### src/sv/assert_macros.svh
// ----------------------------------------------------------------------------
// assertion macros
// concurrent assertion wrappers, empty when synthesizing
// ----------------------------------------------------------------------------
`ifndef ASSERT_MACROS_SVH
`define ASSERT_MACROS_SVH

`ifndef SYNTHESIS
// same-cycle implication
`define ASSERT_IMP(lbl, clk, rstn, ante, cons) \
  lbl: assert property (@(posedge clk) disable iff (!rstn) (ante) |-> (cons)) \
    else $error("assertion failed");
// next-cycle implication
`define ASSERT_NXT(lbl, clk, rstn, ante, cons) \
  lbl: assert property (@(posedge clk) disable iff (!rstn) (ante) |=> (cons)) \
    else $error("assertion failed");
`else
`define ASSERT_IMP(lbl, clk, rstn, ante, cons)
`define ASSERT_NXT(lbl, clk, rstn, ante, cons)
`endif

`endif

### src/sv/sha1_pkg.sv
// ----------------------------------------------------------------------------
// sha1_pkg
// shared types and constants of the sha1 hash engine
// ----------------------------------------------------------------------------
package sha1_pkg;

  typedef logic [31:0] word_t;

  localparam int BLOCK_BYTES  = 64;
  localparam int BLOCK_BITS   = BLOCK_BYTES * 8;
  localparam int FILL_W       = 6;
  localparam int ROUNDS       = 80;
  localparam int RND_W        = 7;
  localparam int DIGEST_WORDS = 5;
  localparam int IDX_W        = 3;
  localparam int LEN_BYTES    = 8;
  localparam int OUT_TDATA_W  = 40;

  localparam logic [FILL_W-1:0] LEN_START = 6'd56;
  localparam logic [FILL_W-1:0] LAST_FILL = 6'd63;
  localparam logic [7:0]        PAD_BYTE  = 8'h80;
  localparam logic [63:0]       BIT_STEP  = 64'd8;

  localparam word_t IV0 = 32'h67452301;
  localparam word_t IV1 = 32'hEFCDAB89;
  localparam word_t IV2 = 32'h98BADCFE;
  localparam word_t IV3 = 32'h10325476;
  localparam word_t IV4 = 32'hC3D2E1F0;

  localparam word_t K0 = 32'h5A827999;
  localparam word_t K1 = 32'h6ED9EBA1;
  localparam word_t K2 = 32'h8F1BBCDC;
  localparam word_t K3 = 32'hCA62C1D6;

  // source of the byte shifted into the block buffer
  typedef enum logic [1:0] {
    SEL_DATA,
    SEL_PAD,
    SEL_ZERO,
    SEL_LEN
  } byte_sel_t;

  typedef struct packed {
    logic              shift_en;
    byte_sel_t         byte_sel;
    logic [2:0]        len_idx;
    logic              count_en;
    logic              load_work;
    logic              round_en;
    logic [RND_W-1:0]  round_idx;
    logic              chain_update;
    logic              digest_load;
    logic              msg_reset;
  } cmd_t;

  typedef struct packed {
    logic out_busy;
  } stat_t;

endpackage

### src/sv/sha1_datapath.sv
// ----------------------------------------------------------------------------
// sha1_datapath
// block buffer, message schedule, round logic, chaining words, digest buffer
// ----------------------------------------------------------------------------
module sha1_datapath (
  input  logic                             clk,
  input  logic                             rst_n,
  input  sha1_pkg::cmd_t                   cmd,
  output sha1_pkg::stat_t                  stat,
  input  logic [7:0]                       in_byte,
  output logic                             out_tvalid,
  input  logic                             out_tready,
  output logic [sha1_pkg::OUT_TDATA_W-1:0] out_tdata,
  output logic                             out_tlast
);
  import sha1_pkg::*;

  // block buffer doubles as the 16-word schedule window, oldest word on top
  logic [BLOCK_BITS-1:0] blk_r, blk_nxt;
  logic [63:0]           bits_r, bits_nxt;
  word_t                 chain_r [DIGEST_WORDS];
  word_t                 chain_nxt [DIGEST_WORDS];
  word_t                 a_r, b_r, c_r, d_r, e_r;
  word_t                 a_nxt, b_nxt, c_nxt, d_nxt, e_nxt;
  word_t                 obuf_r [DIGEST_WORDS];
  word_t                 obuf_nxt [DIGEST_WORDS];
  logic [IDX_W-1:0]      ocnt_r, ocnt_nxt;
  logic [IDX_W-1:0]      oidx_r, oidx_nxt;

  logic [7:0] len_b [LEN_BYTES];
  logic [7:0] sh_byte;
  word_t      w_t, w_mix, w_new, f_val, k_val, temp;
  logic       out_fire;

  always_comb begin
    for (int i = 0; i < LEN_BYTES; i++) begin
      len_b[i] = bits_r[63 - 8*i -: 8];
    end
  end

  always_comb begin
    case (cmd.byte_sel)
      SEL_DATA: sh_byte = in_byte;
      SEL_PAD:  sh_byte = PAD_BYTE;
      SEL_ZERO: sh_byte = 8'h00;
      SEL_LEN:  sh_byte = len_b[cmd.len_idx];
      default:  sh_byte = 8'h00;
    endcase
  end

  // schedule taps: words t, t+2, t+8, t+13 of the window
  assign w_t   = blk_r[BLOCK_BITS-1 -: 32];
  assign w_mix = blk_r[BLOCK_BITS-1-32*13 -: 32] ^ blk_r[BLOCK_BITS-1-32*8 -: 32] ^
                 blk_r[BLOCK_BITS-1-32*2 -: 32] ^ w_t;
  assign w_new = {w_mix[30:0], w_mix[31]};

  always_comb begin
    if (cmd.round_idx inside {[0:19]}) begin
      f_val = (b_r & c_r) | (~b_r & d_r);
      k_val = K0;
    end else if (cmd.round_idx inside {[20:39]}) begin
      f_val = b_r ^ c_r ^ d_r;
      k_val = K1;
    end else if (cmd.round_idx inside {[40:59]}) begin
      f_val = (b_r & c_r) | (b_r & d_r) | (c_r & d_r);
      k_val = K2;
    end else begin
      f_val = b_r ^ c_r ^ d_r;
      k_val = K3;
    end
  end

  assign temp = {a_r[26:0], a_r[31:27]} + f_val + e_r + k_val + w_t;

  assign out_fire = out_tvalid && out_tready;

  always_comb begin
    blk_nxt  = blk_r;
    bits_nxt = bits_r;
    a_nxt    = a_r;
    b_nxt    = b_r;
    c_nxt    = c_r;
    d_nxt    = d_r;
    e_nxt    = e_r;
    chain_nxt = chain_r;
    obuf_nxt  = obuf_r;
    ocnt_nxt  = ocnt_r;
    oidx_nxt  = oidx_r;

    if (cmd.shift_en) begin
      blk_nxt = {blk_r[BLOCK_BITS-9:0], sh_byte};
    end else if (cmd.round_en) begin
      blk_nxt = {blk_r[BLOCK_BITS-33:0], w_new};
    end

    if (cmd.count_en) begin
      bits_nxt = bits_r + BIT_STEP;
    end

    if (cmd.load_work) begin
      a_nxt = chain_r[0];
      b_nxt = chain_r[1];
      c_nxt = chain_r[2];
      d_nxt = chain_r[3];
      e_nxt = chain_r[4];
    end else if (cmd.round_en) begin
      a_nxt = temp;
      b_nxt = a_r;
      c_nxt = {b_r[1:0], b_r[31:2]};
      d_nxt = c_r;
      e_nxt = d_r;
    end

    if (cmd.chain_update) begin
      chain_nxt[0] = chain_r[0] + a_r;
      chain_nxt[1] = chain_r[1] + b_r;
      chain_nxt[2] = chain_r[2] + c_r;
      chain_nxt[3] = chain_r[3] + d_r;
      chain_nxt[4] = chain_r[4] + e_r;
    end else if (cmd.msg_reset) begin
      chain_nxt[0] = IV0;
      chain_nxt[1] = IV1;
      chain_nxt[2] = IV2;
      chain_nxt[3] = IV3;
      chain_nxt[4] = IV4;
      bits_nxt     = '0;
    end

    // digest buffer drains one word per beat
    if (cmd.digest_load) begin
      obuf_nxt = chain_r;
      ocnt_nxt = IDX_W'(DIGEST_WORDS);
      oidx_nxt = '0;
    end else if (out_fire) begin
      for (int i = 0; i < DIGEST_WORDS - 1; i++) begin
        obuf_nxt[i] = obuf_r[i+1];
      end
      ocnt_nxt = ocnt_r - 1'b1;
      oidx_nxt = oidx_r + 1'b1;
    end
  end

  always_ff @(posedge clk) begin
    blk_r  <= blk_nxt;
    a_r    <= a_nxt;
    b_r    <= b_nxt;
    c_r    <= c_nxt;
    d_r    <= d_nxt;
    e_r    <= e_nxt;
    obuf_r <= obuf_nxt;
    oidx_r <= oidx_nxt;
    if (!rst_n) begin
      bits_r     <= '0;
      chain_r[0] <= IV0;
      chain_r[1] <= IV1;
      chain_r[2] <= IV2;
      chain_r[3] <= IV3;
      chain_r[4] <= IV4;
      ocnt_r     <= '0;
    end else begin
      bits_r  <= bits_nxt;
      chain_r <= chain_nxt;
      ocnt_r  <= ocnt_nxt;
    end
  end

  assign out_tvalid    = (ocnt_r != '0);
  assign out_tdata     = {{(OUT_TDATA_W-32-IDX_W){1'b0}}, oidx_r, obuf_r[0]};
  assign out_tlast     = (oidx_r == IDX_W'(DIGEST_WORDS - 1));
  assign stat.out_busy = out_tvalid;

endmodule

### src/sv/sha1_ctrl.sv
// ----------------------------------------------------------------------------
// sha1_ctrl
// sequencer: byte fill, padding, round count, digest hand-off
// ----------------------------------------------------------------------------
`include "assert_macros.svh"

module sha1_ctrl (
  input  logic             clk,
  input  logic             rst_n,
  input  logic             in_tvalid,
  output logic             in_tready,
  input  logic             in_kind,
  input  sha1_pkg::stat_t  stat,
  output sha1_pkg::cmd_t   cmd
);
  import sha1_pkg::*;

  typedef enum logic [4:0] {
    S_IDLE   = 5'b00001,
    S_PAD    = 5'b00010,
    S_ROUND  = 5'b00100,
    S_UPDATE = 5'b01000,
    S_DONE   = 5'b10000
  } state_t;

  state_t            state_r, state_nxt;
  logic [FILL_W-1:0] fill_r, fill_nxt;
  logic [RND_W-1:0]  rnd_r, rnd_nxt;
  logic              final_r, final_nxt;   // finish seen, padding under way
  logic              len_ok_r, len_ok_nxt; // current block carries the length

  always_comb begin
    state_nxt  = state_r;
    fill_nxt   = fill_r;
    rnd_nxt    = rnd_r;
    final_nxt  = final_r;
    len_ok_nxt = len_ok_r;
    in_tready  = 1'b0;
    cmd        = '0;
    cmd.len_idx   = fill_r[2:0];
    cmd.round_idx = rnd_r;

    case (state_r)
      S_IDLE: begin
        in_tready = 1'b1;
        if (in_tvalid) begin
          cmd.shift_en = 1'b1;
          fill_nxt     = fill_r + 1'b1;
          if (in_kind) begin
            cmd.byte_sel = SEL_PAD;
            final_nxt    = 1'b1;
            len_ok_nxt   = (fill_r < LEN_START);
          end else begin
            cmd.byte_sel = SEL_DATA;
            cmd.count_en = 1'b1;
          end
          if (fill_r == LAST_FILL) begin
            cmd.load_work = 1'b1;
            state_nxt     = S_ROUND;
          end else if (in_kind) begin
            state_nxt = S_PAD;
          end
        end
      end
      S_PAD: begin
        cmd.shift_en = 1'b1;
        cmd.byte_sel = (len_ok_r && fill_r >= LEN_START) ? SEL_LEN : SEL_ZERO;
        fill_nxt     = fill_r + 1'b1;
        if (fill_r == LAST_FILL) begin
          cmd.load_work = 1'b1;
          state_nxt     = S_ROUND;
        end
      end
      S_ROUND: begin
        cmd.round_en = 1'b1;
        if (rnd_r == RND_W'(ROUNDS - 1)) begin
          rnd_nxt   = '0;
          state_nxt = S_UPDATE;
        end else begin
          rnd_nxt = rnd_r + 1'b1;
        end
      end
      S_UPDATE: begin
        cmd.chain_update = 1'b1;
        if (!final_r) begin
          state_nxt = S_IDLE;
        end else if (!len_ok_r) begin
          len_ok_nxt = 1'b1;
          state_nxt  = S_PAD;
        end else begin
          state_nxt = S_DONE;
        end
      end
      S_DONE: begin
        if (!stat.out_busy) begin
          cmd.digest_load = 1'b1;
          cmd.msg_reset   = 1'b1;
          final_nxt       = 1'b0;
          len_ok_nxt      = 1'b0;
          state_nxt       = S_IDLE;
        end
      end
      default: begin
        state_nxt = S_IDLE;
      end
    endcase
  end

  always_ff @(posedge clk) begin
    if (!rst_n) begin
      state_r  <= S_IDLE;
      fill_r   <= '0;
      rnd_r    <= '0;
      final_r  <= 1'b0;
      len_ok_r <= 1'b0;
    end else begin
      state_r  <= state_nxt;
      fill_r   <= fill_nxt;
      rnd_r    <= rnd_nxt;
      final_r  <= final_nxt;
      len_ok_r <= len_ok_nxt;
    end
  end

  `ASSERT_NXT(a_rounds_end, clk, rst_n, state_r == S_ROUND && rnd_r == RND_W'(ROUNDS - 1), state_r == S_UPDATE)
  `ASSERT_NXT(a_block_full, clk, rst_n, cmd.load_work, fill_r == '0 && rnd_r == '0)
  `ASSERT_IMP(a_digest_free, clk, rst_n, cmd.digest_load, !stat.out_busy && fill_r == '0)
  `ASSERT_IMP(a_len_slot, clk, rst_n, cmd.shift_en && cmd.byte_sel == SEL_LEN, fill_r >= LEN_START && final_r)
  `ASSERT_IMP(a_no_shift_in_rounds, clk, rst_n, state_r == S_ROUND, !cmd.shift_en && !in_tready)

endmodule

### src/sv/sha1_hash_engine.sv
// ----------------------------------------------------------------------------
// sha1_hash_engine
// absorb beat: shifts the byte in; the beat that fills a 64-byte block then
// runs 80 rounds on the single round unit plus the chaining-word update, and
// no byte is taken until they end; finish beat: padding bytes up to the block
// end, the rounds of each padded block (two when 56 or more bytes are pending),
// then the digest load; the digest leaves as 5 beats from the cycle after
// synchronous active-low reset restores the initial chaining words, length zero
// ----------------------------------------------------------------------------
module sha1_hash_engine (
  input  logic        clk,
  input  logic        rst_n,
  // input channel
  input  logic        in_tvalid,
  output logic        in_tready,
  input  logic [7:0]  in_tdata,   // [7:0] data_byte
  input  logic [0:0]  in_tuser,   // [0] kind: 0 absorb byte, 1 finish message
  // digest channel
  output logic        out_tvalid,
  input  logic        out_tready,
  output logic [39:0] out_tdata,  // [31:0] digest_word, [34:32] word_index, rest zero
  output logic        out_tlast   // last_word, set on the fifth digest word
);
  import sha1_pkg::*;

  // commands from the sequencer, status back from the datapath
  cmd_t  cmd;
  stat_t stat;

  // the sequencer owns the byte and round counts and the input handshake;
  // a byte is taken only in idle, padding bytes are generated internally
  sha1_ctrl u_ctrl (
    .clk       (clk),
    .rst_n     (rst_n),
    .in_tvalid (in_tvalid),
    .in_tready (in_tready),
    .in_kind   (in_tuser[0]),
    .stat      (stat),
    .cmd       (cmd)
  );

  // the datapath holds the block window, working words, chaining words and a
  // five-word digest buffer, so a new message streams in while the digest drains
  sha1_datapath u_dp (
    .clk        (clk),
    .rst_n      (rst_n),
    .cmd        (cmd),
    .stat       (stat),
    .in_byte    (in_tdata),
    .out_tvalid (out_tvalid),
    .out_tready (out_tready),
    .out_tdata  (out_tdata),
    .out_tlast  (out_tlast)
  );

endmodule
### config.mk
export PLATFORM = sky130hd
export DESIGN_NAME = sha1_hash_engine
export DESIGN_NICKNAME = d
export VERILOG_FILES = /design/src/sv/sha1_pkg.sv /design/src/sv/sha1_datapath.sv /design/src/sv/sha1_ctrl.sv /design/src/sv/sha1_hash_engine.sv
export VERILOG_INCLUDE_DIRS = /design/src /design/src/sv
export SDC_FILE = /design/constraint.sdc
export NUM_CORES = 2
export LEC_CHECK = 0
export ABC_AREA = 1
export BUFFER_PORTS_ARGS = -buffer_cell sky130_fd_sc_hd__clkbuf_2
export CAP_MARGIN = 25
export CELL_PAD_IN_SITES_DETAIL_PLACEMENT = 0
export CELL_PAD_IN_SITES_GLOBAL_PLACEMENT = 1
export CORE_AREA = 2 2 431 433
export DETAILED_ROUTE_END_ITERATION = 16
export DIE_AREA = 0 0 433 435
export GPL_ROUTABILITY_DRIVEN = 0
export PLACE_DENSITY_LB_ADDON = 0.1
export SYNTH_ARGS = -nofsm -noshare
export SYNTH_HDL_FRONTEND = slang
export SYNTH_HIERARCHICAL = 1
export SYNTH_SLANG_ARGS = --single-unit
### constraint.sdc
create_clock -name clk -period 13.83 [get_ports clk]
set_input_delay 0.6915 -clock clk [delete_from_list [all_inputs] [get_ports clk]]
set_output_delay 0.6915 -clock clk [all_outputs]
set_load 0.05 [all_outputs]
# After elaboration in Yosys (flattened, before gate mapping)
# Cells that the tools add are included.
[word_totals]
regBits = 1082
out_inout_bits = 43
in_bits = 13
word_cells = 165
[op_classes]
eq_ne = 18
muxes = 65
reduce_logical = 19
bitwise_logic = 15
n_addsub = 14
magnitude_cmp = 9
[ops]
columns = ["cell", "count"]
rows = [
  ["$mux W512", 2],
  ["$mux W32", 15],
  ["$mux W160", 2],
  ["$add A32 B32 Y32", 9],
  ["$mux W128", 2],
  ["$mux W64", 3],
  ["$xor A32 B32 Y32", 5],
  ["$and A32 B32 Y32", 4],
  ["$or A32 B32 Y32", 3],
  ["$add A64 B4 Y64 const B", 1],
  ["$mux W5", 8],
  ["$not A32 Y32", 1],
  ["$pmux W8 S4", 1],
  ["$mux W31", 1],
  ["$pmux W5 S5", 1],
  ["$bmux W8 S3", 1],
  ["$mux W8", 2],
  ["$le A7 B6 Y1 const B", 2],
  ["$mux W1", 14],
  ["$pmux W6 S2", 1],
  ["$reduce_bool A2 Y1", 6],
  ["$reduce_and A5 Y1", 2],
  ["$mux W3", 3],
  ["$add A7 B1 Y7 const B", 1],
  ["37 further kinds", 50],
]

# Depth between registers and ports, before layout
[depth]
ltp_word = 12
depth_mapped = 26
ltp_nobuf = 25

# By module
# Netlist, hierarchy kept.
[by_module_without_submodules]
columns = ["mod", "instances", "area_each_um2", "seq_area_each_um2", "cells_each"]
rows = [
  ["sha1_datapath", 1, 62806.5, 29528.3, 7938],
  ["sha1_ctrl", 1, 1207.4, 400.4, 169],
]

# Least setup slack after synthesis
# No wires, ideal clock.
[synth_timing]
path_type = "input to register"
start = "in in_tvalid"
end = "reg u_dp.blk_r[0], enable pin"
setup_slack_ps = 118
path_buffers = 4
setup_time_ps = 3627
t_arrival_ps = 10085
cell_stages = 8
required_time_ps = 10203
cell_sequence = "nand2_2 > nand2_4 > inv_1 > buf_2 > buf_2 > buf_2 > buf_1 > nand2_1"
[synth_rtl]
columns = ["item", "line", "rtl"]
rows = [
  ["start, declared", "sha1_hash_engine.sv:14", "input logic in_tvalid,"],
  ["end signal, assigned", "sha1_datapath.sv:144", "blk_r <= blk_nxt;"],
  ["end, declared", "sha1_datapath.sv:19", "logic [BLOCK_BITS-1:0] blk_r, blk_nxt;"],
]

# Worst setup path in the final report
[layout_timing]
start = "reg u_ctrl.rnd_r[2]"
end = "reg u_dp.a_r[29] (data pin)"
[layout_between]
elab_chain_len = 11
word_cells_on_any_way = 21
classes_between = "add/sub: 4; order compare: 6; mux: 8; reduce/logical: 3"
[layout_lines]
columns = ["item", "line", "rtl"]
rows = [
  ["start, declared", "sha1_ctrl.sv:28", "logic [RND_W-1:0] rnd_r, rnd_nxt;"],
  ["start signal, assigned", "sha1_ctrl.sv:119", "rnd_r <= rnd_nxt;"],
  ["$ge A7 B6 Y1 or $le A7 B6 Y1 (tied branches)", "sha1_datapath.sv:64", "end else if (cmd.round_idx inside {[40:59]}) begin"],
  ["$logic_and A1 B1 Y1", "sha1_datapath.sv:64", ""],
  ["$mux W32", "sha1_datapath.sv:64", ""],
  ["$mux W32", "sha1_datapath.sv:61", "end else if (cmd.round_idx inside {[20:39]}) begin"],
  ["$mux W32", "sha1_datapath.sv:58", "if (cmd.round_idx inside {[0:19]}) begin"],
  ["$add A32 B32 Y32 (2 in a row)", "sha1_datapath.sv:73", "assign temp = {a_r[26:0], a_r[31:27]} + f_val + e_r + k_val + w_t;"],
  ["$add A32 B32 Y32 (*) (2 in a row)", "sha1_datapath.sv:73", ""],
  ["$mux W32 (*)", "sha1_datapath.sv:106", "end else if (cmd.round_en) begin"],
  ["$mux W32 (*)", "sha1_datapath.sv:100", "if (cmd.load_work) begin"],
  ["named net u_dp.a_nxt[29]", "sha1_datapath.sv:24", "word_t a_nxt, b_nxt, c_nxt, d_nxt, e_nxt;"],
  ["end signal, assigned", "sha1_datapath.sv:145", "a_r <= a_nxt;"],
  ["end, declared", "sha1_datapath.sv:23", "word_t a_r, b_r, c_r, d_r, e_r;"],
]
# The timed path passes the listed nets; every way through them passes the cells marked *. The select of a mux whose other input is x is not followed.
# A chain may end at the register's enable or synchronous reset.

==> results.json <==
{
  "power_density_nw_per_um2": 203,
  "routed_wl_um": 229000,
  "leakagePower_nw": 31.3,
  "post-dp-hpwl_um": 171000,
  "whs_path_depth": 5,
  "seq_area_frac_synth_pct": 46.8,
  "cts_tree": "done",
  "ioPinCount": 56,
  "r2r_start": "u_ctrl/rnd_r[2]$_SDFFE_PN0P_",
  "period_needed_ns": 5.94,
  "fmax_ghz": 0.168,
  "finalMaxSlewViolations": 0,
  "netlist_instances": 8107,
  "h-tree-depth": 4,
  "place_inst": 10400,
  "drive_gt1_share_pct": 4.74,
  "grt_overflow": 0,
  "clockBufferDepth": 3,
  "grt_setup_unrepaired": "no",
  "finalSetupViolations": 0,
  "hp-class": "in2reg",
  "port_buffers": 50,
  "drc_errors": 0,
  "via_per_inst": 4.96,
  "die_y_um": 435,
  "cts.sinks": 1079,
  "avgSynthCellArea_sq_um": 7.90,
  "area_growth_pct": 11.3,
  "drt_pass1_iterations": 6,
  "cts.repair.resized": 0,
  "r2r_end": "u_dp/a_r[29]$_DFFE_PP_",
  "finalPower_mw": 14.5,
  "clkTransAtPathRegs_ns": 0.06,
  "ff2ff_path_depth": 23,
  "fin_setup_tns_ns": 0,
  "synthDistinctLibCells": 57,
  "post-synth-top-area-cell": "edfxtp_1",
  "postCtsSetupRepairBufs": 0,
  "netlist.area_leader.share_pct": 39.0,
  "min_period_over_period_pct": 43.0,
  "crit_path_end_kind": "flop",
  "synth.area.top_cells": "edfxtp_1 (39%), nand2_1 (19%), dfxtp_1 (7.7%), inv_1 (5.9%), o21ai_0 (4.1%)",
  "root_buffer": "clkbuf_16",
  "cp-start-kind": "flop",
  "synth_edf_count": 832,
  "hold_violations": 0,
  "skew_ns": 0.0365,
  "coreArea_sq_um": 184000,
  "worst_pin_slew_ns": 1.09,
  "cp_data_arrival_time_ns": 6.49,
  "max_slew_margin_pct": 27.4,
  "outcome": "finished, final reports clean",
  "worstSkewPairLatency_ns": 0.80,
  "die_area_sq_um": 188000,
  "netlist_area_sq_um": 64000,
  "drv_cap": 0,
  "drt_iter0_drc": 4541,
  "row_count": 158,
  "cp_max_fo": 18,
  "grt_pass1_wl_um": 338000,
  "holdBufCountCts": 0,
  "grt_max_degree": 154,
  "crit_type": "reg2reg",
  "die_w_um": 433,
  "antenna_found_initial": 3,
  "cts_buffers": 135,
  "grt_use_total_pct": 24.0,
  "reg2reg_slack_ns": 7.89,
  "nNetsFinal": 8385,
  "wl_per_cell_um": 21.5,
  "ys_warn_count": 6,
  "grt_pass1_vias": 51300,
  "final_cells": 10600,
  "worst_slack_ns": 7.89,
  "pre_cts_ws_ns": 7.76,
  "holdCritStartpoint": "in_tuser",
  "initial_core_util_pct": 34.8,
  "worstPathRequired_ns": 14.38,
  "async_reset_ff_share_pct": 0,
  "ant_nets": 0,
  "min_to": "u_ctrl/final_r$_SDFFE_PN0P_",
  "vias": 52800,
  "irDropWorstVdd_mv": 0.126,
  "ys_ff_latch": 1079,
  "ys.flop_type": "edfxtp_1"
}
## cell usage after synthesis (all sizes together) (4+ instances only)
| library cell | n |
|---|---|
| a21o | 5 |
| a21oi | 340 |
| a22oi | 8 |
| a31oi | 4 |
| a32o | 13 |
| and2 | 19 |
| and3 | 4 |
| buf | 90 |
| clkbuf | 207 |
| clkinv | 6 |
| dfxtp | 247 |
| edfxtp | 832 |
| fa | 125 |
| ha | 201 |
| inv | 1012 |
| nand2 | 3191 |
| nand3 | 373 |
| nand3b | 16 |
| nand4 | 77 |
| nor2 | 420 |
| nor3 | 75 |
| nor4 | 17 |
| o211ai | 9 |
| o21ai | 523 |
| o21bai | 38 |
| o22ai | 48 |
| or2 | 17 |
| xnor2 | 102 |
| xor2 | 73 |
## layout by cell type, fill, tap and decap left out, drive strengths merged
cell type | synthesis | final
buf | 90 | 46
clkinvlp | 0 | 1
nand3 | 373 | 373
clkbuf | 207 | 228
edfxtp | 832 | 832
a31oi | 4 | 4
nand3b | 16 | 16
nor3b | 2 | 2
o21ai | 523 | 523
nor4 | 17 | 17
a21oi | 340 | 340
nor2 | 420 | 420
o22ai | 48 | 48
ha | 201 | 201
nand2 | 3191 | 3191
o32ai | 1 | 1
a21o | 5 | 5
xnor2 | 102 | 102
a31o | 2 | 2
fa | 125 | 125
nor3 | 75 | 75
a21boi | 1 | 1
conb | 1 | 5
a211oi | 2 | 2
inv | 1012 | 1021
bufinv | 0 | 15
o21a | 3 | 3
o211ai | 9 | 9
clkinv | 6 | 50
o221ai | 3 | 3
a22oi | 8 | 8
nand4 | 77 | 77
dfxtp | 247 | 247
o21bai | 38 | 38
and3 | 4 | 4
xor2 | 73 | 73
or2 | 17 | 17
and2 | 19 | 19
diode | 0 | 4
a32o | 13 | 13
## area by class of cell
class | instances | area [sq um]
flip-flops and latches | 1079 | 29900
well taps | 2480 | 3100
multi-input cells | 5717 | 29000
clock inverters | 69 | 935
fillers | 19300 | 113000
diodes | 4 | 10.0
inverters | 1018 | 3840
clock buffers | 179 | 3650
repair buffers | 95 | 758
## critical path, stage by stage, from the launching register on
cell and delay, ns:
dfxtp_1 0.49, o21ai_1 0.14, nand2_1 0.63, nand2_1 0.71, inv_2 0.59, nand2_1 0.09, nand3_1 0.13, fa_1 0.39
inv_1 0.09, fa_1 0.41, inv_1 0.07, ha_1 0.17, inv_1 0.07, fa_1 0.45, nor2_1 0.12, nor2_1 0.07
nor2_1 0.08, nor2_1 0.09, o21ai_0 0.41, nand2_1 0.20, nand2_1 0.11, nand2_1 0.05, nand3_1 0.08, nand2_1 0.06
## registers in the layout, indices dropped and copies added (netlist names), 3 cells and up
register	flops
u_dp/chain_r	160
u_dp/ocnt_r	3
u_dp/blk_r	512
u_dp/obuf_r	128
u_dp/out_tdata	32
u_dp/e_r	32
u_dp/a_r	32
u_dp/bits_r	61
u_dp/b_r	32
u_ctrl/state_r	5
u_ctrl/rnd_r	7
u_dp/d_r	32
u_dp/oidx_r	3
u_dp/c_r	32
u_ctrl/fill_r	6
## how the worst max path moves through the flow
stage / startpoint / endpoint / depth (start not counted) / slack, ns
2_1_floorplan: in_tvalid / u_dp/blk_r[0]$_DFFE_PP_ / 8 / 0.12
3_5_place_dp: u_ctrl/rnd_r[4]$_SDFFE_PN0P_ / u_dp/a_r[29]$_DFFE_PP_ / 25 / 7.76
4_1_cts: u_ctrl/rnd_r[4]$_SDFFE_PN0P_ / u_dp/a_r[29]$_DFFE_PP_ / 25 / 7.75
6_report: u_ctrl/rnd_r[2]$_SDFFE_PN0P_ / u_dp/a_r[29]$_DFFE_PP_ / 23 / 7.89
3_3_place_gp: u_ctrl/rnd_r[4]$_SDFFE_PN0P_ / u_dp/a_r[29]$_DFFE_PP_ / 25 / 7.73
5_1_grt: u_ctrl/rnd_r[2]$_SDFFE_PN0P_ / u_dp/a_r[29]$_DFFE_PP_ / 23 / 7.63
## power by group
part	switching, mW	internal, mW	total, mW
clock	1.52	2.17	3.69
sequential	0.630	5.12	5.75
combinational	3.40	1.66	5.06
total	5.55	8.94	14.5
## metrics by stage
step,instance area [sq um],utilization (%),hold slack (ns)
floorplan,64000,-,0.437
global placement,66400,36.1,0.456
detailed placement,66600,36.2,0.471
CTS,71200,38.7,0.246
global route,71200,38.7,0.303
finish,71300,38.7,0.306
## cell families after synthesis
family                   after synthesis  share of synthesized area, %
AO/OA/AOI/OAI                       1000                          8.32
XOR/XNOR                             175                          2.39
adder cells (fa/ha/maj)              326                          7.84
buffers and inverters               1315                          8.00
flip-flops                          1079                          46.8
other                                  1                       0.00586
AND/OR/NAND/NOR                     4211                          26.7
## layer usage
metal	vias up	share of wire, %	global-route usage [%]
li1	26000	-	-
met1	25200	46	33.1
met2	1248	46	38.9
met3	309	4.4	3.21
met4	2	3.5	7.88
met5	-	0.0079	0
Note: power is estimated with default switching activity, not from simulation.
